===== config.mk =====
export PLATFORM = sky130hd
export DESIGN_NAME = audio_rms_level_meter
export DESIGN_NICKNAME = d
export VERILOG_FILES = /design/src/arlm_pkg.sv /design/src/arlm_front.sv /design/src/arlm_fifo.sv /design/src/arlm_back.sv /design/src/audio_rms_level_meter.sv
export SDC_FILE = /design/constraint.sdc
export NUM_CORES = 2
export LEC_CHECK = 0
export BUFFER_PORTS_ARGS = -buffer_cell sky130_fd_sc_hd__buf_4
export CAP_MARGIN = 20
export CORE_MARGIN = 5
export CORE_UTILIZATION = 47
export CTS_CLUSTER_DIAMETER = 60
export CTS_CLUSTER_SIZE = 14
export DETAILED_ROUTE_END_ITERATION = 10
export GPL_ROUTABILITY_DRIVEN = 0
export PLACE_DENSITY = 0.72
export RECOVER_POWER = 50
export SLEW_MARGIN = 10
export SYNTH_ARGS = -nofsm -noshare
export SYNTH_HDL_FRONTEND = slang
export SYNTH_HIERARCHICAL = 1
export SYNTH_SLANG_ARGS = --single-unit

===== constraint.sdc =====
create_clock -name clk_i -period 21.4 [get_ports clk_i]
set_input_delay 2.14 -clock clk_i [delete_from_list [all_inputs] [get_ports clk_i]]
set_output_delay 2.14 -clock clk_i [all_outputs]
set_load 0.03 [all_outputs]

===== src/arlm_pkg.sv =====
// Shared item types and fixed widths for the audio RMS level meter.
`timescale 1ns / 1ps

package arlm_pkg;

  localparam int unsigned SampleW = 24;
  localparam int unsigned SquareW = 2 * SampleW;
  localparam int unsigned SumW    = 64;
  localparam int unsigned MeanW   = 48;
  localparam int unsigned RootW   = 24;

  typedef struct packed {
    logic signed [SampleW-1:0] sample;
    logic                      last;
  } in_item_t;

  typedef struct packed {
    logic [RootW-1:0] rms_level;
    logic             overflow;
  } out_item_t;

  typedef enum logic [1:0] {
    BackIdle,
    BackDiv,
    BackSqrt,
    BackOut
  } back_state_e;

endpackage


===== src/arlm_front.sv =====
// Front end: squares each sample, accumulates the frame and hands closed frames on.
`timescale 1ns / 1ps

module arlm_front #(
  parameter int unsigned MAX_SAMPLES = 65536,
  parameter int unsigned CNT_W       = 17
) (
  input  logic                clk_i,
  input  logic                rst_ni,
  input  arlm_pkg::in_item_t  in_item_i,
  input  logic                push,
  output logic                full,
  output logic [arlm_pkg::SumW+CNT_W:0] frame_o,
  output logic                frame_push_o,
  input  logic                frame_full_i
);
  import arlm_pkg::*;

  logic [SampleW-1:0] mag;
  logic               s1_vld_q, s1_vld_d;
  logic               s1_last_q;
  logic [SquareW-1:0] s1_sq_q;
  logic               take;
  logic               in_ready;
  logic               sat;
  logic [SumW-1:0]    sum_q, sum_d, sum_acc;
  logic [CNT_W-1:0]   cnt_q, cnt_d, cnt_acc;
  logic               tl_q, tl_d, tl_acc;

  // The most negative sample negates to 2^23, which still fits as unsigned.
  assign mag = in_item_i.sample[SampleW-1] ? (~in_item_i.sample + SampleW'(1))
                                           : in_item_i.sample;

  assign take     = s1_vld_q && (!s1_last_q || !frame_full_i);
  assign in_ready = !s1_vld_q || take;
  assign full     = !in_ready;

  assign sat = (cnt_q == CNT_W'(MAX_SAMPLES));

  always_comb begin
    sum_acc = sum_q;
    cnt_acc = cnt_q;
    tl_acc  = tl_q;
    if (sat) begin
      tl_acc = 1'b1;
    end else begin
      sum_acc = sum_q + {{(SumW-SquareW){1'b0}}, s1_sq_q};
      cnt_acc = cnt_q + CNT_W'(1);
    end
  end

  always_comb begin
    sum_d    = sum_q;
    cnt_d    = cnt_q;
    tl_d     = tl_q;
    s1_vld_d = s1_vld_q;
    if (take) begin
      if (s1_last_q) begin
        sum_d = '0;
        cnt_d = '0;
        tl_d  = 1'b0;
      end else begin
        sum_d = sum_acc;
        cnt_d = cnt_acc;
        tl_d  = tl_acc;
      end
      s1_vld_d = 1'b0;
    end
    if (push && in_ready) begin
      s1_vld_d = 1'b1;
    end
  end

  assign frame_push_o = take && s1_last_q;
  assign frame_o      = {sum_acc, cnt_acc, tl_acc};

  always_ff @(posedge clk_i or negedge rst_ni) begin
    if (!rst_ni) begin
      s1_vld_q <= 1'b0;
      sum_q    <= '0;
      cnt_q    <= '0;
      tl_q     <= 1'b0;
    end else begin
      s1_vld_q <= s1_vld_d;
      sum_q    <= sum_d;
      cnt_q    <= cnt_d;
      tl_q     <= tl_d;
    end
  end

  always_ff @(posedge clk_i) begin
    if (push && in_ready) begin
      s1_sq_q   <= mag * mag;
      s1_last_q <= in_item_i.last;
    end
  end

endmodule


===== src/arlm_fifo.sv =====
// Two-entry queue that carries closed frames from the front end to the back end.
`timescale 1ns / 1ps

module arlm_fifo #(
  parameter int unsigned WIDTH = 82
) (
  input  logic             clk_i,
  input  logic             rst_ni,
  input  logic [WIDTH-1:0] wr_data_i,
  input  logic             wr_i,
  output logic             full_o,
  output logic [WIDTH-1:0] rd_data_o,
  input  logic             rd_i,
  output logic             empty_o
);
  import arlm_pkg::*;

  logic [WIDTH-1:0] mem_q [2];
  logic             wr_ptr_q, wr_ptr_d;
  logic             rd_ptr_q, rd_ptr_d;
  logic [1:0]       fill_q, fill_d;
  logic             do_wr, do_rd;

  assign full_o    = fill_q[1];
  assign empty_o   = (fill_q == 2'd0);
  assign rd_data_o = mem_q[rd_ptr_q];

  assign do_wr = wr_i && !full_o;
  assign do_rd = rd_i && !empty_o;

  always_comb begin
    wr_ptr_d = wr_ptr_q ^ do_wr;
    rd_ptr_d = rd_ptr_q ^ do_rd;
    fill_d   = fill_q;
    if (do_wr && !do_rd) begin
      fill_d = fill_q + 2'd1;
    end else if (do_rd && !do_wr) begin
      fill_d = fill_q - 2'd1;
    end
  end

  always_ff @(posedge clk_i or negedge rst_ni) begin
    if (!rst_ni) begin
      wr_ptr_q <= 1'b0;
      rd_ptr_q <= 1'b0;
      fill_q   <= 2'd0;
    end else begin
      wr_ptr_q <= wr_ptr_d;
      rd_ptr_q <= rd_ptr_d;
      fill_q   <= fill_d;
    end
  end

  always_ff @(posedge clk_i) begin
    if (do_wr) begin
      mem_q[wr_ptr_q] <= wr_data_i;
    end
  end

endmodule


===== src/arlm_back.sv =====
// Back end: divides the frame's sum of squares by its count, takes the root, holds the result.
`timescale 1ns / 1ps

module arlm_back #(
  parameter int unsigned CNT_W = 17
) (
  input  logic                 clk_i,
  input  logic                 rst_ni,
  input  logic [arlm_pkg::SumW+CNT_W:0] frame_i,
  input  logic                 frame_empty_i,
  output logic                 frame_pop_o,
  output arlm_pkg::out_item_t  result_o,
  output logic                 empty,
  input  logic                 pop
);
  import arlm_pkg::*;

  localparam int unsigned DivIterW = $clog2(SumW);

  back_state_e state_q, state_d;

  logic [SumW-1:0]     quo_q, quo_d;
  logic [CNT_W-1:0]    div_q, div_d;
  logic [CNT_W-1:0]    rem_q, rem_d;
  logic [DivIterW-1:0] iter_q, iter_d;
  logic                tl_q, tl_d;
  logic [MeanW-1:0]    x_q, x_d;
  logic [MeanW-1:0]    root_q, root_d;
  logic [MeanW-1:0]    bit_q, bit_d;
  logic [CNT_W:0]      trial;
  logic                trial_ge;
  logic [MeanW-1:0]    sq_try;
  logic                sq_ge;
  logic                out_vld_q, out_vld_d;
  out_item_t           out_q, out_d;
  logic                slot_free;

  // Restoring division: one quotient bit per cycle, shifted in as the dividend shifts out.
  assign trial    = {rem_q, quo_q[SumW-1]};
  assign trial_ge = (trial >= {1'b0, div_q});

  assign sq_try = root_q + bit_q;
  assign sq_ge  = (x_q >= sq_try);

  assign slot_free = !out_vld_q || pop;

  always_comb begin
    state_d     = state_q;
    quo_d       = quo_q;
    div_d       = div_q;
    rem_d       = rem_q;
    iter_d      = iter_q;
    tl_d        = tl_q;
    x_d         = x_q;
    root_d      = root_q;
    bit_d       = bit_q;
    out_vld_d   = out_vld_q && !pop;
    out_d       = out_q;
    frame_pop_o = 1'b0;
    case (state_q)
      BackIdle: begin
        if (!frame_empty_i) begin
          frame_pop_o = 1'b1;
          quo_d       = frame_i[SumW+CNT_W:CNT_W+1];
          div_d       = frame_i[CNT_W:1];
          tl_d        = frame_i[0];
          rem_d       = '0;
          iter_d      = '0;
          state_d     = BackDiv;
        end
      end
      BackDiv: begin
        rem_d  = trial_ge ? CNT_W'(trial - {1'b0, div_q}) : trial[CNT_W-1:0];
        quo_d  = {quo_q[SumW-2:0], trial_ge};
        iter_d = iter_q + DivIterW'(1);
        if (iter_q == DivIterW'(SumW - 1)) begin
          x_d     = quo_d[MeanW-1:0];
          root_d  = '0;
          bit_d   = MeanW'(1) << (MeanW - 2);
          state_d = BackSqrt;
        end
      end
      BackSqrt: begin
        if (sq_ge) begin
          x_d    = x_q - sq_try;
          root_d = (root_q >> 1) + bit_q;
        end else begin
          root_d = root_q >> 1;
        end
        bit_d = bit_q >> 2;
        if (bit_q[0]) begin
          state_d = BackOut;
        end
      end
      BackOut: begin
        if (slot_free) begin
          out_vld_d = 1'b1;
          out_d     = '{rms_level: root_q[RootW-1:0], overflow: tl_q};
          state_d   = BackIdle;
        end
      end
      default: begin
        state_d = BackIdle;
      end
    endcase
  end

  always_ff @(posedge clk_i or negedge rst_ni) begin
    if (!rst_ni) begin
      state_q   <= BackIdle;
      out_vld_q <= 1'b0;
    end else begin
      state_q   <= state_d;
      out_vld_q <= out_vld_d;
    end
  end

  always_ff @(posedge clk_i) begin
    quo_q  <= quo_d;
    div_q  <= div_d;
    rem_q  <= rem_d;
    iter_q <= iter_d;
    tl_q   <= tl_d;
    x_q    <= x_d;
    root_q <= root_d;
    bit_q  <= bit_d;
    out_q  <= out_d;
  end

  assign empty    = !out_vld_q;
  assign result_o = out_q;

endmodule


===== src/audio_rms_level_meter.sv =====
// Frame RMS level meter for signed 24-bit audio: front accumulator, frame queue, back end.
//
// Input channel: push / full with in_item_i (sample, last). Samples are taken one per
// cycle whenever full is low. Each sample is squared in one register stage and then
// added to the running sum of squares; the count saturates at MAX_SAMPLES and any
// further samples only set the overflow flag. The sample marked last closes the frame.
// Output channel: empty / pop with result_o (rms_level, overflow), one item per frame.
// A closed frame waits in a two-entry queue for the back end, which runs a restoring
// divider (one quotient bit per cycle) and a bitwise square root. The back end works
// on one frame at a time, so short frames fill the queue, and full then rises after the
// sample that closes another frame and holds off the next sample until the queue has room.
// A result waits in the output register while pop is low; the back end starts on the
// next frame meanwhile and holds its answer until the register is free.
// Reset clears the sum, count, overflow flag, queue and output; no clearing pass.
`timescale 1ns / 1ps

module audio_rms_level_meter #(
  parameter int unsigned MAX_SAMPLES = 65536
) (
  input  logic                clk_i,
  input  logic                rst_ni,
  input  arlm_pkg::in_item_t  in_item_i,
  input  logic                push,
  output logic                full,
  output arlm_pkg::out_item_t result_o,
  output logic                empty,
  input  logic                pop
);
  import arlm_pkg::*;

  localparam int unsigned CntW   = $clog2(MAX_SAMPLES + 1);
  localparam int unsigned FrameW = SumW + CntW + 1;

  logic [FrameW-1:0] frame_wr, frame_rd;
  logic              frame_push, frame_full, frame_pop, frame_empty;

  arlm_front #(
    .MAX_SAMPLES(MAX_SAMPLES),
    .CNT_W      (CntW)
  ) u_front (
    .clk_i       (clk_i),
    .rst_ni      (rst_ni),
    .in_item_i   (in_item_i),
    .push        (push),
    .full        (full),
    .frame_o     (frame_wr),
    .frame_push_o(frame_push),
    .frame_full_i(frame_full)
  );

  arlm_fifo #(
    .WIDTH(FrameW)
  ) u_fifo (
    .clk_i    (clk_i),
    .rst_ni   (rst_ni),
    .wr_data_i(frame_wr),
    .wr_i     (frame_push),
    .full_o   (frame_full),
    .rd_data_o(frame_rd),
    .rd_i     (frame_pop),
    .empty_o  (frame_empty)
  );

  arlm_back #(
    .CNT_W(CntW)
  ) u_back (
    .clk_i        (clk_i),
    .rst_ni       (rst_ni),
    .frame_i      (frame_rd),
    .frame_empty_i(frame_empty),
    .frame_pop_o  (frame_pop),
    .result_o     (result_o),
    .empty        (empty),
    .pop          (pop)
  );

endmodule


Yosys cells after proc, flatten, opt, wreduce, memory -nomap -nowiden
Memories as Yosys holds them, arrays and structs flattened.
Index checks and enable logic that the tools add are counted.
- bits in registers: 413
- memory bits (writable): 164
- bits of input ports: 29
- output and inout bits: 27
- logic and storage cells: 118
- memories: 1
- memories (memory ; words ; bits a word ; read ports ; clocked after Yosys merged registers in ; wr ports ; line ; RTL):
    u_fifo.mem_q ; 2 ; 82 ; 1 ; 0 ; 1 ; arlm_fifo.sv:18 ; logic [WIDTH-1:0] mem_q [2];
- $add $sub $neg: 10
- $mul: 1
- magnitude comparators: 2
- eq/ne operators: 10
- multiplexer cells: 37
- bitwise operators: 4
- reductions and logical operators: 32
- operators by type and width (cell ; count):
    one-hot mux 48 bit (2 select lines) ; 3
    2-to-1 mux 48 bit ; 5
    2-to-1 mux 64 bit ; 3
    one-hot mux 64 bit (2 select lines) ; 1
    2-to-1 mux 17 bit ; 4
    adder 64 x 48 -> 64 bit ; 1
    adder 47 x 48 -> 48 bit ; 1
    adder 48 bit ; 1
    greater-or-equal comparator 48 bit ; 1
    multiplier 24 x 24 -> 48 bit ; 1
    subtractor 48 bit ; 1
    one-hot mux 17 bit (2 select lines) ; 1
    adder 24 x 2 -> 24 bit (second input constant) ; 1
    2-to-1 mux 24 bit ; 1
    NOT 24 bit ; 1
    greater-or-equal comparator 18 x 17 -> 1 bit ; 1
    adder 17 x 1 -> 17 bit (second input constant) ; 1
    == test 17 bit (second input constant) ; 1
    subtractor 17 bit ; 1
    2-to-1 mux 2 bit ; 6
    one-hot mux 6 bit (2 select lines) ; 1
    2-to-1 mux 1 bit ; 10
    logical NOT 1 bit ; 9
    logical AND 1 bit ; 8
    other kinds (18) ; 32

Longest topological paths before layout
- word-level depth: 9
- gate-level depth with buffers: 36
- gate-level depth less buffers: 35

Cells and area by module
The synthesis kept the hierarchy.
- modules (own cells, without submodules) (module ; instances ; cells each ; area each (um^2) ; seq. area each (um^2)):
    arlm_front ; 1 ; 2750 ; 24567.3 ; 3518.4
    arlm_back ; 1 ; 1732 ; 17580.6 ; 7582.3
    arlm_fifo ; 1 ; 272 ; 6466.2 ; 5024.8

Worst setup path before layout
Ideal clock, no wire load.
- path type: input port to flip-flop
- from: in in_item_i[3] (netlist name)
- to: reg u_front.s1_sq_q[47] (data pin)
- library setup time: 261 ps
- arrival time: 10514 ps
- required time: 21139 ps
- slack: 10624 ps
- stages: 32
- path buffers: 1
- cells stage by stage: or4_4 nor2_4 nand3_2 or4_4 or4_4 nor4_1 nor2_1 xnor2_1 inv_1 clkbuf_1 nand2_1 fa_1 inv_1 fa_1 fa_1 inv_1 fa_1 inv_1 fa_1 fa_1 fa_1 ha_1 a21oi_1 o211ai_1 a221oi_1 o32ai_1 a21oi_1 o211ai_1 a41o_1 a21oi_1 o21ai_0 xnor2_1
- longest elaborated chain between the ends: 4
- ends and longest elaborated chain (what ; line ; RTL):
    start: declaration ; audio_rms_level_meter.sv:22 ; input arlm_pkg::in_item_t in_item_i,
    NOT 24 bit ; arlm_front.sv:31 ; assign mag = in_item_i.sample[SampleW-1] ? (~in_item_i.sample + SampleW'(1))
    adder 24 x 2 -> 24 bit ; arlm_front.sv:31 ;
    2-to-1 mux 24 bit (*) ; arlm_front.sv:31 ;
    multiplier 24 x 24 -> 48 bit (*) ; arlm_front.sv:93 ; s1_sq_q <= mag * mag;
    end signal: assignment ; arlm_front.sv:93 ;
    end: declaration ; arlm_front.sv:22 ; logic [SquareW-1:0] s1_sq_q;
Mark *: on every way between the ends. The rest lies on a longest branch, timed or not.
A chain may end at the register's enable or synchronous reset.

Worst setup path after layout
- from: in in_item_i[1] (netlist name)
- to: reg u_front.s1_sq_q[47] (data pin)
The elaborated chain is that of the path after synthesis.

==> key figures <==
Drt
  – Routed vias: 34190
  – 1st-iter DRT viols: 2739
  – DRC: 0
  – Pre-Repair DR Iteration Count: 6
  – Routed WL: about 110000 µm
  – Final antenna-violating net count: 0
  – Wire per inst: 17.63 µm
  – Drt via density: 5.554

Timing
  – Fin Hold WS: 0.4607 ns
  – Worst Skew: around 0.015 ns
  – Endpoints failing hold: 0
  – Max Transition Viols Final: 719
  – Worst slew margin: -157.4%
  – # setup viols final: 0
  – Fmax: 85.07 MHz
  – Setup total negative slack: 0 ns
  – Post-layout minimum cycle time: 11.76 ns
  – RSZ-0062 raised after global routing: no
  – Least-Margin Pin Slew: 3.861 ns
  – Tcrit/Tclk final: 54.93%

GRT
  – Initial antenna violation count: 0
  – Pin count of the biggest net entering global routing: 71
  – Global-route wire length before repair: between 150000 and 200000 µm
  – Gr usage total: 19.44%
  – Vias in the first global route: 34920
  – Total congestion overflow: 0

Min path
  – Class of the most critical hold timing path: reg2reg
  – Hold Crit Depth: 0

Critical path
  – CP required: 21.76 ns
  – Worst path most repeated cell: fa_1
  – Worst EP arrival: 12.12 ns
  – FF-to-FF path depth: 8
  – Slowest CP cell: clkinv_1
  – Max FO, Critical Path: 17
  – Worst setup SP type: primary input
  – Max stage delay on crit path: about 0.88 ns
  – CP Capture Type: register
  – Kind of critical path: in2reg

Clocking
  – Root Buffer: clkbuf_16
  – H-tree levels: 2
  – CTS sink cnt: 552
  – Clk_lat worst skew: between 0.6 and 0.7 ns
  – CTS tree: yes
  – Worst-case clock buffer depth: 3
  – Hold Buf Count CTS: 0
  – Postcts setup bufs: 0
  – Inserted Clock Buffers: 50
  – Clock-pin slew on the worst setup and hold paths: 0.06 ns
  – Post-cts gate resize count: 0

Logic synthesis
  – Asr flop ratio synth: between 10% and 20%
  – Post-synth EDFFs: 462
  – Number of distinct library cells after synthesis: 105
  – Sequential area share after synthesis: 33.17%
  – Cell area after synthesis: 0.04861 mm²
  – Syn Area/Cell: 10.23 µm²
  – Warnings, synthesis: 6
  – Ranking of synthesized cells by area: edfxtp_1, fa_1, ha_1
  – Dominant register cell in the synthesized netlist: edfxtp_1
  – Synth top area share: about 29%
  – Synthesis-stage register bit count: 552
  – Syn Inst Count: 4754
  – Area leader, netlist: edfxtp_1

Layout
  – Layout cells sized above 1: roughly 7.6%
  – Area Growth Syn to Fin: 6.661%
  – Fin nets: 5533
  – Number of diodes: 0

Floorplanning
  – Die width: around 330 µm
  – Initial cell density of the core: 47.11%
  – Site Rows: 118
  – # IOs: 56
  – Die footprint: roughly 0.11 mm²
  – Core area: 0.1032 mm²
  – Die height: 331.6 µm

Placed design
  – Detailed Place HPWL: 82900 µm
  – Buffers on Ports: 55

Flow run
  – Max-cap violations: 15

Status
  – Status: complete, but fails checks
  – Failing checks: max-capacitance violations, max-slew violations
[path summary, 6_finish.rpt]
path                                        to         startpoint  slack [ns]
max                        u_front/s1_sq_q[47]       in_item_i[1]        9.64
min reg2reg                 u_back/result_o[0]        u_back/tl_q        0.46
max reg2reg                     u_back/x_q[44]  u_back/state_q[1]       14.73
min                         u_back/result_o[0]        u_back/tl_q        0.46
min in group asynchronous    u_back/state_q[1]             rst_ni        2.41
max in group asynchronous     u_front/sum_q[0]             rst_ni       15.23
[logic make-up after synthesis]
family	synth area share (%)
simple gates	11.31
flops	33.17
mux	4.921
xor+xnor	4.787
buf+inv	6.833
other cells	0.01545
fa+ha+maj	26.30
compound gates	12.66
[flip-flops by register name (all words and copies together), names as in the netlist, 17 cells and up]
signal           count
u_front/sum_q       64
u_back/root_q       48
u_front/cnt_q       17
u_back/rem_q        17
u_fifo/mem_q       164
u_back/bit_q        24
u_front/s1_sq_q     47
u_back/x_q          48
u_back/div_q        17
u_back/quo_q        64
u_back/result_o     25
[final cells by class]
| class | instances | area, µm² |
|---|---|---|
| flip-flops and latches | 552 | 16130 |
| clock buffers | 76 | 1349 |
| inverters | 663 | 2489 |
| repair buffers | 95 | 664.4 |
| well taps | 1380 | 1727 |
| fillers | 9149 | 51350 |
| clock inverters | 15 | 259.0 |
| multi-input cells | 3375 | 29240 |
[worst max-delay path, delay by kind of cell]
kind            cells  cell delay [ns]
fa+ha+maj           9             4.16
compound gates      9             2.24
simple gates        3             0.50
buf+inv             8             2.15
xor+xnor            2             0.87
[metal layers]
metal	wire, µm	vias up	global-route usage [%]
met1	47730	16590	26.34
met3	6694	185	2.867
met5	0	-	0
met4	3167	0	5.733
li1	-	16330	-
met2	50930	1084	32.67
[through the flow]
stage	std cells	utilization (%)	setup slack (ns)	area, µm²
detailed placement	6064	48.84	9.374	50400
global route	6156	50.24	9.010	51850
global placement	6064	48.84	9.627	50400
floorplan	4769	-	10.62	48670
finish	6156	50.24	9.645	51850
CTS	6155	50.40	10.10	52010
[Yosys cell counts (10+ instances only)]
cell type  count
o31ai_1       21
a31o_2        13
a21o_1        89
o311ai_0      10
o221ai_1      10
nor4_1        17
a22o_1        33
nor2b_1       28
a21oi_1      246
a31oi_1       66
inv_1        659
xor2_1       114
or4_1         11
edfxtp_1     462
nand3_1       87
or3_1         32
a21boi_0      12
nor2_1       319
and4_1        12
o211ai_1      15
and2_1        43
a211oi_1      45
mux2_4        70
o21ai_0      219
mux2i_1       17
ha_1         342
nand2_1      455
xnor2_1      148
clkbuf_1     148
and3_1        24
dfrtp_1       90
nand4_1       57
mux2_2       104
fa_1         425
o21a_1        19
nor3_1        43
o21bai_1      40
nand2b_1      23
buf_2         15
[layout by cell type, fill, tap and decap left out, drive strengths merged, types with 79 or more instances in the layout]
cell    instances
xor2          114
fa            425
nand2         455
edfxtp        462
mux2          174
inv           667
buf            79
nor2          320
dfrtp          90
o21ai         225
a21oi         248
ha            342
clkbuf         92
nand3          88
a21o           90
xnor2         150
Power is not shown: default switching activity piles up to over one toggle a cycle in this logic, so the estimate is an artifact.
